--- src/rtl/vfcm_pkg.sv ---
// ----------------------------------------------------------------------------
// vfcm_pkg: shared types and tables for the voxel face cull mesher
// grid size, sequencer states, face and layer codes and the corner table
// ----------------------------------------------------------------------------
package vfcm_pkg;

  localparam int GRID_X = 16;
  localparam int GRID_Y = 16;
  localparam int GRID_Z = 16;

  localparam int COORD_W = 4;
  localparam int CELLS   = GRID_X * GRID_Y * GRID_Z;
  localparam int ADDR_W  = $clog2(CELLS);

  localparam logic [COORD_W-1:0] X_MAX = COORD_W'(GRID_X - 1);
  localparam logic [COORD_W-1:0] Y_MAX = COORD_W'(GRID_Y - 1);
  localparam logic [COORD_W-1:0] Z_MAX = COORD_W'(GRID_Z - 1);
  localparam logic [ADDR_W-1:0]  ADDR_LAST = ADDR_W'(CELLS - 1);

  // item kinds carried on in_tuser
  localparam logic OP_WRITE = 1'b0;
  localparam logic OP_MESH  = 1'b1;

  // face codes in emission order
  localparam logic [2:0] FACE_PX = 3'd0;
  localparam logic [2:0] FACE_NX = 3'd1;
  localparam logic [2:0] FACE_PY = 3'd2;
  localparam logic [2:0] FACE_NY = 3'd3;
  localparam logic [2:0] FACE_PZ = 3'd4;
  localparam logic [2:0] FACE_NZ = 3'd5;

  localparam int NUM_FACES   = 6;
  localparam int NUM_CORNERS = 6;
  localparam logic [2:0] CORNER_LAST = 3'(NUM_CORNERS - 1);
  localparam logic [2:0] PROBE_LAST  = 3'(NUM_FACES);

  // texture layers
  localparam logic [1:0] LAYER_TOP    = 2'd0;
  localparam logic [1:0] LAYER_BOTTOM = 2'd1;
  localparam logic [1:0] LAYER_SIDE   = 2'd2;

  typedef enum logic [2:0] {
    ST_CLEAR,
    ST_IDLE,
    ST_PROBE,
    ST_SETTLE,
    ST_PICK,
    ST_EMIT
  } state_t;

  // one vertex beat, msb first
  typedef struct packed {
    logic [2:0]        face_code;
    logic [1:0]        layer;
    logic              tex_v;
    logic              tex_u;
    logic signed [5:0] pos_z_half;
    logic signed [5:0] pos_y_half;
    logic signed [5:0] pos_x_half;
  } vertex_t;

  // corner entry {dx, dy, dz, u, v}; an offset bit of 1 means +1 half unit, 0 means -1
  localparam logic [4:0] CORNER_TAB [NUM_FACES][NUM_CORNERS] = '{
    '{5'b10000, 5'b11001, 5'b11111, 5'b11111, 5'b10110, 5'b10000},
    '{5'b00100, 5'b01101, 5'b01011, 5'b01011, 5'b00010, 5'b00100},
    '{5'b01100, 5'b11110, 5'b11011, 5'b11011, 5'b01001, 5'b01100},
    '{5'b00001, 5'b10011, 5'b10110, 5'b10110, 5'b00100, 5'b00001},
    '{5'b00100, 5'b10110, 5'b11111, 5'b11111, 5'b01101, 5'b00100},
    '{5'b10010, 5'b00000, 5'b01001, 5'b01001, 5'b11011, 5'b10010}
  };

endpackage

--- src/rtl/vfcm_corner.sv ---
// ----------------------------------------------------------------------------
// vfcm_corner: vertex builder
// turns a face, a corner and the voxel coordinates into one vertex beat
// ----------------------------------------------------------------------------
module vfcm_corner
  import vfcm_pkg::*;
(
  input  logic [2:0]         face,
  input  logic [2:0]         corner,
  input  logic [COORD_W-1:0] vox_x,
  input  logic [COORD_W-1:0] vox_y,
  input  logic [COORD_W-1:0] vox_z,
  output vertex_t            vert
);

  logic [4:0] entry;

  // 2*c plus or minus one in half units
  function automatic logic signed [5:0] half_pos(input logic [COORD_W-1:0] c,
                                                 input logic up);
    logic [5:0] base;
    base = {1'b0, c, 1'b0};
    return $signed(base + (up ? 6'd1 : 6'h3F));
  endfunction

  always_comb begin
    entry = 5'd0;
    if (face <= FACE_NZ && corner <= CORNER_LAST) begin
      entry = CORNER_TAB[face][corner];
    end
    vert.face_code  = face;
    vert.tex_u      = entry[1];
    vert.tex_v      = entry[0];
    vert.pos_x_half = half_pos(vox_x, entry[4]);
    vert.pos_y_half = half_pos(vox_y, entry[3]);
    vert.pos_z_half = half_pos(vox_z, entry[2]);
    unique case (face)
      FACE_PY: vert.layer = LAYER_TOP;
      FACE_NY: vert.layer = LAYER_BOTTOM;
      default: vert.layer = LAYER_SIDE;
    endcase
  end

endmodule
--- config.mk ---
export PLATFORM = sky130hd
export DESIGN_NAME = vfcm_corner
export DESIGN_NICKNAME = d
export VERILOG_FILES = /design/src/rtl/vfcm_pkg.sv /design/src/rtl/vfcm_corner.sv
export SDC_FILE = /design/constraint.sdc
export NUM_CORES = 1
export LEC_CHECK = 0
export BUFFER_PORTS_ARGS = -buffer_cell sky130_fd_sc_hd__buf_2
export CAP_MARGIN = 30
export CORE_MARGIN = 2
export CORE_UTILIZATION = 48
export DETAILED_ROUTE_END_ITERATION = 8
export GPL_TIMING_DRIVEN = 0
export MAX_ROUTING_LAYER = met4
export PLACE_DENSITY = 0.9
export SLEW_MARGIN = 20
export SYNTH_ARGS = -nofsm -noshare
export SYNTH_HDL_FRONTEND = slang
export SYNTH_SLANG_ARGS = --single-unit
--- constraint.sdc ---
create_clock -name vclk -period 4.4
set_input_delay 0.66 -clock vclk [all_inputs]
set_output_delay 0.66 -clock vclk [all_outputs]
set_load 0.01 [all_outputs]
==> impl_metrics.tcl, run 1 <==
set metrics [dict create \
    ys_types 28 \
    pre_cts_ws_ns 0.4005 \
    vias 829 \
    syn_to_final_growth_pct 27.36 \
    globalplace.congestion 0.8852 \
    crit_path_max_fanout 9 \
    hpwlAfterDp_um 1415 \
    fillers 150 \
    rsz0062_at_grt "false" \
    crit_slowest_cell "a221o_1" \
    synth_seq_area_share 0 \
    grt_max_degree 11 \
    regArea_um2 0 \
    relSlewSlack 0.6176 \
    setup_slack_ns 0.3806 \
    num_antenna_cells 0 \
    synthAdderAreaFrac 0.3428 \
    cts_setup_buffers 0 \
    postCtsResizedCells 0 \
    place_area_mm2 0.001013 \
    dieArea_mm2 0.001999 \
    synth_top_family_by_area "adder cells" \
    period_share 0.9135 \
    synth_area_um2 795.8 \
    synthCells 96 \
    setup_viol 0 \
    yosys_warnings 0 \
    muxShareOfSynthArea 0 \
    fin_setup_tns_ns 0 \
    hold_buffers 0 \
    routedWlPerCell_um 11.15 \
    nets 176 \
    drv_slew 0 \
    antenna_left 0 \
    drive_above_1_share 0.3750 \
    fin_crit_ns 4.019 \
    die_h_um 44.72 \
    max_clock_freq_mhz 248.8 \
    core_area_mm2 0.001524 \
    clkbuf_count 0 \
    drt_first_iter_violations 12 \
    fp-row-count 14 \
    powerDensity_mw_per_mm2 167.4 \
    port_buffers 38 \
    final-instance-count-excl-fill 152 \
    initial_core_util 0.5222 \
    dp.cells 152 \
    synth_xor_area_frac 0.09906 \
    grt_pass1_vias 680 \
    power.total_mw 0.1696 \
    status "completed" \
    min_path_type "in -> out" \
    finalInstanceArea_mm2 0.001013 \
    hold_viol 0 \
    synth-simple-area-share 0.1478 \
    drc 0 \
    crit_required_ns 3.74 \
    grt_pass1_wl_um 2746 \
    antenna_found_initial 0 \
    irDropWorstVdd_uv 94.01 \
    critPathMaxStageDelay_ns 0.47 \
    synth.avg_cell_area_um2 8.289 \
    drt-total-wl_um 1695 \
    drt_first_pass_iters 4 \
    grtUsageTotal 0.1783 \
    path_class "in -> out" \
    worst_pin_slew_ns 0.5724 \
    arrival_ns 3.36 \
    fp.dieW_um 44.72 \
    crit_path_end_kind "output port" \
    viasPerCell 5.454 \
    path_cells "buf_2 -> inv_1 -> ha_1 -> nor4b_2 -> a21oi_1 -> a221o_1 -> ha_1 -> fa_1 -> a21o_1 -> a21oi_1 -> xnor2_1 -> buf_2" \
    io_pins 43 \
    drv_cap 0 \
    overflow 0 \
    power_leakage_nw 0.5481 \
    worstSetupStartpointType "input port" \
    design.seq.count 0 \
    synth_compound_area_frac 0.2752 \
]
[metrics by stage]
stage                     hold slack [ns]  utilization
after detailed placement            1.624       0.6650
after global placement              1.624       0.6650
after global routing                1.634       0.6650
after CTS                           1.626       0.6650
after floorplan                     1.412            -
final                               1.623       0.6650
[synth_stat cells]
master,instances,share of area
o21ai_1,1,0.0063
nor2_1,6,0.028
a21o_1,8,0.075
nand2b_1,3,0.024
a21boi_0,1,0.0094
buf_4,6,0.057
nor2b_1,3,0.024
nor3_1,3,0.019
a2111oi_0,3,0.033
inv_1,4,0.019
o21bai_1,2,0.019
xnor2_1,6,0.066
nand2_1,2,0.0094
a211oi_1,3,0.028
xor2_1,3,0.033
ha_1,17,0.27
fa_1,3,0.075
conb_1,1,0.0047
buf_6,3,0.042
nand2b_4,1,0.017
a211o_1,1,0.011
a21oi_1,7,0.044
o21ai_0,2,0.013
a221o_1,2,0.025
a221oi_1,1,0.011
nor4b_2,1,0.019
buf_2,2,0.013
nor4_1,1,0.0079
[report_power, final]
| part | internal, mW | switching (mW) | total (mW) |
|---|---|---|---|
| Clock | 0 | 0 | 0 |
| Sequential | 0 | 0 | 0 |
| Combinational | 0.0814 | 0.0882 | 0.170 |
| Total | 0.0814 | 0.0882 | 0.170 |
[cells by family (layout without fill, tap and decap cells)]
kind of cell,after synthesis,count (layout)
AOI/OAI and AO/OA,31,31
adders and majority gates,20,20
buffers and inverters,15,53
xor gates and xnor gates,9,9
other,1,3
and+or+nand+nor,20,20
[final timing paths]
kind / start / end / depth (start not counted)
worst max-delay path: face[0] / vert[17] / 12
worst min-delay path: vox_x[0] / vert[1] / 3
[cells in the final DEF (no fill, tap or decap), types with 4 or more instances in the layout]
cell type  instances
buf_4              6
inv_1              4
xnor2_1            6
buf_2             40
a21oi_1            7
ha_1              17
a21o_1             8
nor2_1             6
[routing by layer]
metal | routed length (um) | vias up | global-route usage | share of wire
li1 | - | 418 | - | -
met1 | 745 | 377 | 0.2257 | 0.44
met2 | 850 | 34 | 0.3362 | 0.50
met3 | 100 | 0 | 0 | 0.059
met4 | 0 | 0 | 0 | 0
met5 | 0 | - | - | 0
[critical path: cells and delay by family]
family / cells / cell delay, ns
adders and majority gates: 3 / 1.02
AOI/OAI and AO/OA: 4 / 0.87
buffers and inverters: 3 / 0.44
and+or+nand+nor: 1 / 0.23
xor gates and xnor gates: 1 / 0.13
[cell type report]
class,count,area (um^2),area share
multi-input cells,83,699.4,0.6901
plain buffers,11,88.84,0.08765
inverters,4,15.01,0.01481
repair buffers,38,190.2,0.1877
well taps,16,20.02,0.01975
(Power assumes the default switching activity.)
==> run 2, diff against run 1 <==
--- a/config.mk
+++ b/config.mk
@@ -7,7 +7,7 @@
 export LEC_CHECK = 0
 export BUFFER_PORTS_ARGS = -buffer_cell sky130_fd_sc_hd__buf_2
 export CAP_MARGIN = 30
-export CORE_MARGIN = 2
+export CORE_MARGIN = 1
 export CORE_UTILIZATION = 48
 export DETAILED_ROUTE_END_ITERATION = 8
 export GPL_TIMING_DRIVEN = 0
==> impl_metrics.tcl, run 2 (same netlist as run 1, synthesis figures left out) <==
set metrics [dict create \
    fin_crit_ns 4.014 \
    drv_cap 0 \
    dp.cells 152 \
    period_share 0.9122 \
    drive_above_1_share 0.3750 \
    setup_viol 0 \
    grt_pass1_vias 675 \
    max_clock_freq_mhz 249.2 \
    worstHoldPathCells 3 \
    holdPathEnd "vert[7]" \
    worst-path-buf-inv 3 \
    drv_slew 0 \
    hold_viol 0 \
    combPwrFrac 1.000 \
    min_path_type "in -> out" \
    drt_first_iter_violations 10 \
    drt-total-wl_um 1681 \
    io_pins 43 \
    grtUsageTotal 0.1881 \
    worstSetupStartpointType "input port" \
    drc 0 \
    num_antenna_cells 0 \
    cts_setup_buffers 0 \
    final-instance-count-excl-fill 152 \
    most-common-layout-cells "40 x buf_2, 17 x ha_1, 8 x a21o_1, 7 x a21oi_1" \
    antenna_left 0 \
    power.internal_mw 0.08164 \
    irDropWorstVdd_uv 105.2 \
    syn_to_final_growth_pct 27.36 \
    hold_start "vox_y[0]" \
    p_sw_frac 0.5203 \
    p_seq_frac 0 \
    relSlewSlack 0.6294 \
    cp_top_family "adder cells" \
    finalInstanceArea_mm2 0.001013 \
    fp-row-count 14 \
    final_util 0.6650 \
    globalplace.congestion 0.9012 \
    path_class "in -> out" \
    regArea_um2 0 \
    crit_path_max_fanout 9 \
    critPathMaxStageDelay_ns 0.46 \
    worst_pin_slew_ns 0.5548 \
    postCtsResizedCells 0 \
    antenna_found_initial 0 \
    overflow 0 \
    arrival_ns 3.35 \
    rsz0062_at_grt "false" \
    power_leakage_nw 0.5481 \
    vias 823 \
    layout_commonest_cell "buf_2" \
    place_area_mm2 0.001013 \
    viasPerCell 5.414 \
    core_area_mm2 0.001524 \
    path_cells "buf_2 -> inv_1 -> ha_1 -> nor4b_2 -> a21oi_1 -> a221o_1 -> ha_1 -> fa_1 -> a21o_1 -> a21oi_1 -> xnor2_1 -> buf_2" \
    design.seq.count 0 \
    port_buffers 38 \
    crit_slowest_cell "a221o_1" \
    drt_first_pass_iters 3 \
    dieArea_mm2 0.001825 \
    hpwlAfterDp_um 1394 \
    hold_buffers 0 \
    nets 176 \
    fin_setup_tns_ns 0 \
    routedWlPerCell_um 11.06 \
    crit_path_end_kind "output port" \
    grt_max_degree 11 \
    status "completed" \
    fp.dieW_um 42.72 \
    powerDensity_mw_per_mm2 167.9 \
    initial_core_util 0.5222 \
    crit_required_ns 3.74 \
    switching_power_mw 0.08855 \
    clkbuf_count 0 \
    die_h_um 42.72 \
    power_frac_clock 0 \
    hold_ws_ns 1.627 \
    grt_pass1_wl_um 2787 \
]
==> run 2: cell counts in the layout (fill, tap and decap cells not counted) <==
Identical to the previous run, type by type.
==> run 2: how the worst max path moves through the flow <==
stage	from	endpoint	slack [ns]	depth (start not counted)
after floorplan	face[0]	vert[17]	0.87	10
after global placement	face[0]	vert[17]	0.47	12
after detailed placement	face[0]	vert[17]	0.40	12
after CTS	face[0]	vert[17]	0.40	12
after global routing	face[0]	vert[17]	0.24	12
final	face[0]	vert[17]	0.39	12
==> run 2: metrics by stage <==
stage | setup WS, ns | power, mW
after detailed placement | 0.4010 | 0.1713
after global placement | 0.4742 | 0.1644
final | 0.3864 | 0.1702
after CTS | 0.3953 | 0.1719
after global routing | 0.2435 | 0.1891
after floorplan | 0.8705 | 0.1174
==> run 2: final cells by class <==
class,instances,area [um^2]
Multi-Input combinational cell,83,699.4
Fill cell,140,510.5
Buffer,11,88.84
Timing Repair Buffer,38,190.2
Tap cell,16,20.02
Inverter,4,15.01
==> run 2: routing by layer <==
metal  vias up  global-route usage  share of wire
li1        419                   -              -
met1       378              0.2254           0.45
met2        26              0.3667           0.51
met3         0            0.004255          0.046
met4         0                   0              0
met5         -                   -              0
==> run 2: power groups by stage <==
stage / Clock (mW) / Combinational [mW] / Sequential [mW]
after floorplan: 0 / 0.117 / 0
after global placement: 0 / 0.164 / 0
after detailed placement: 0 / 0.171 / 0
after CTS: 0 / 0.172 / 0
after global routing: 0 / 0.189 / 0
final: 0 / 0.170 / 0
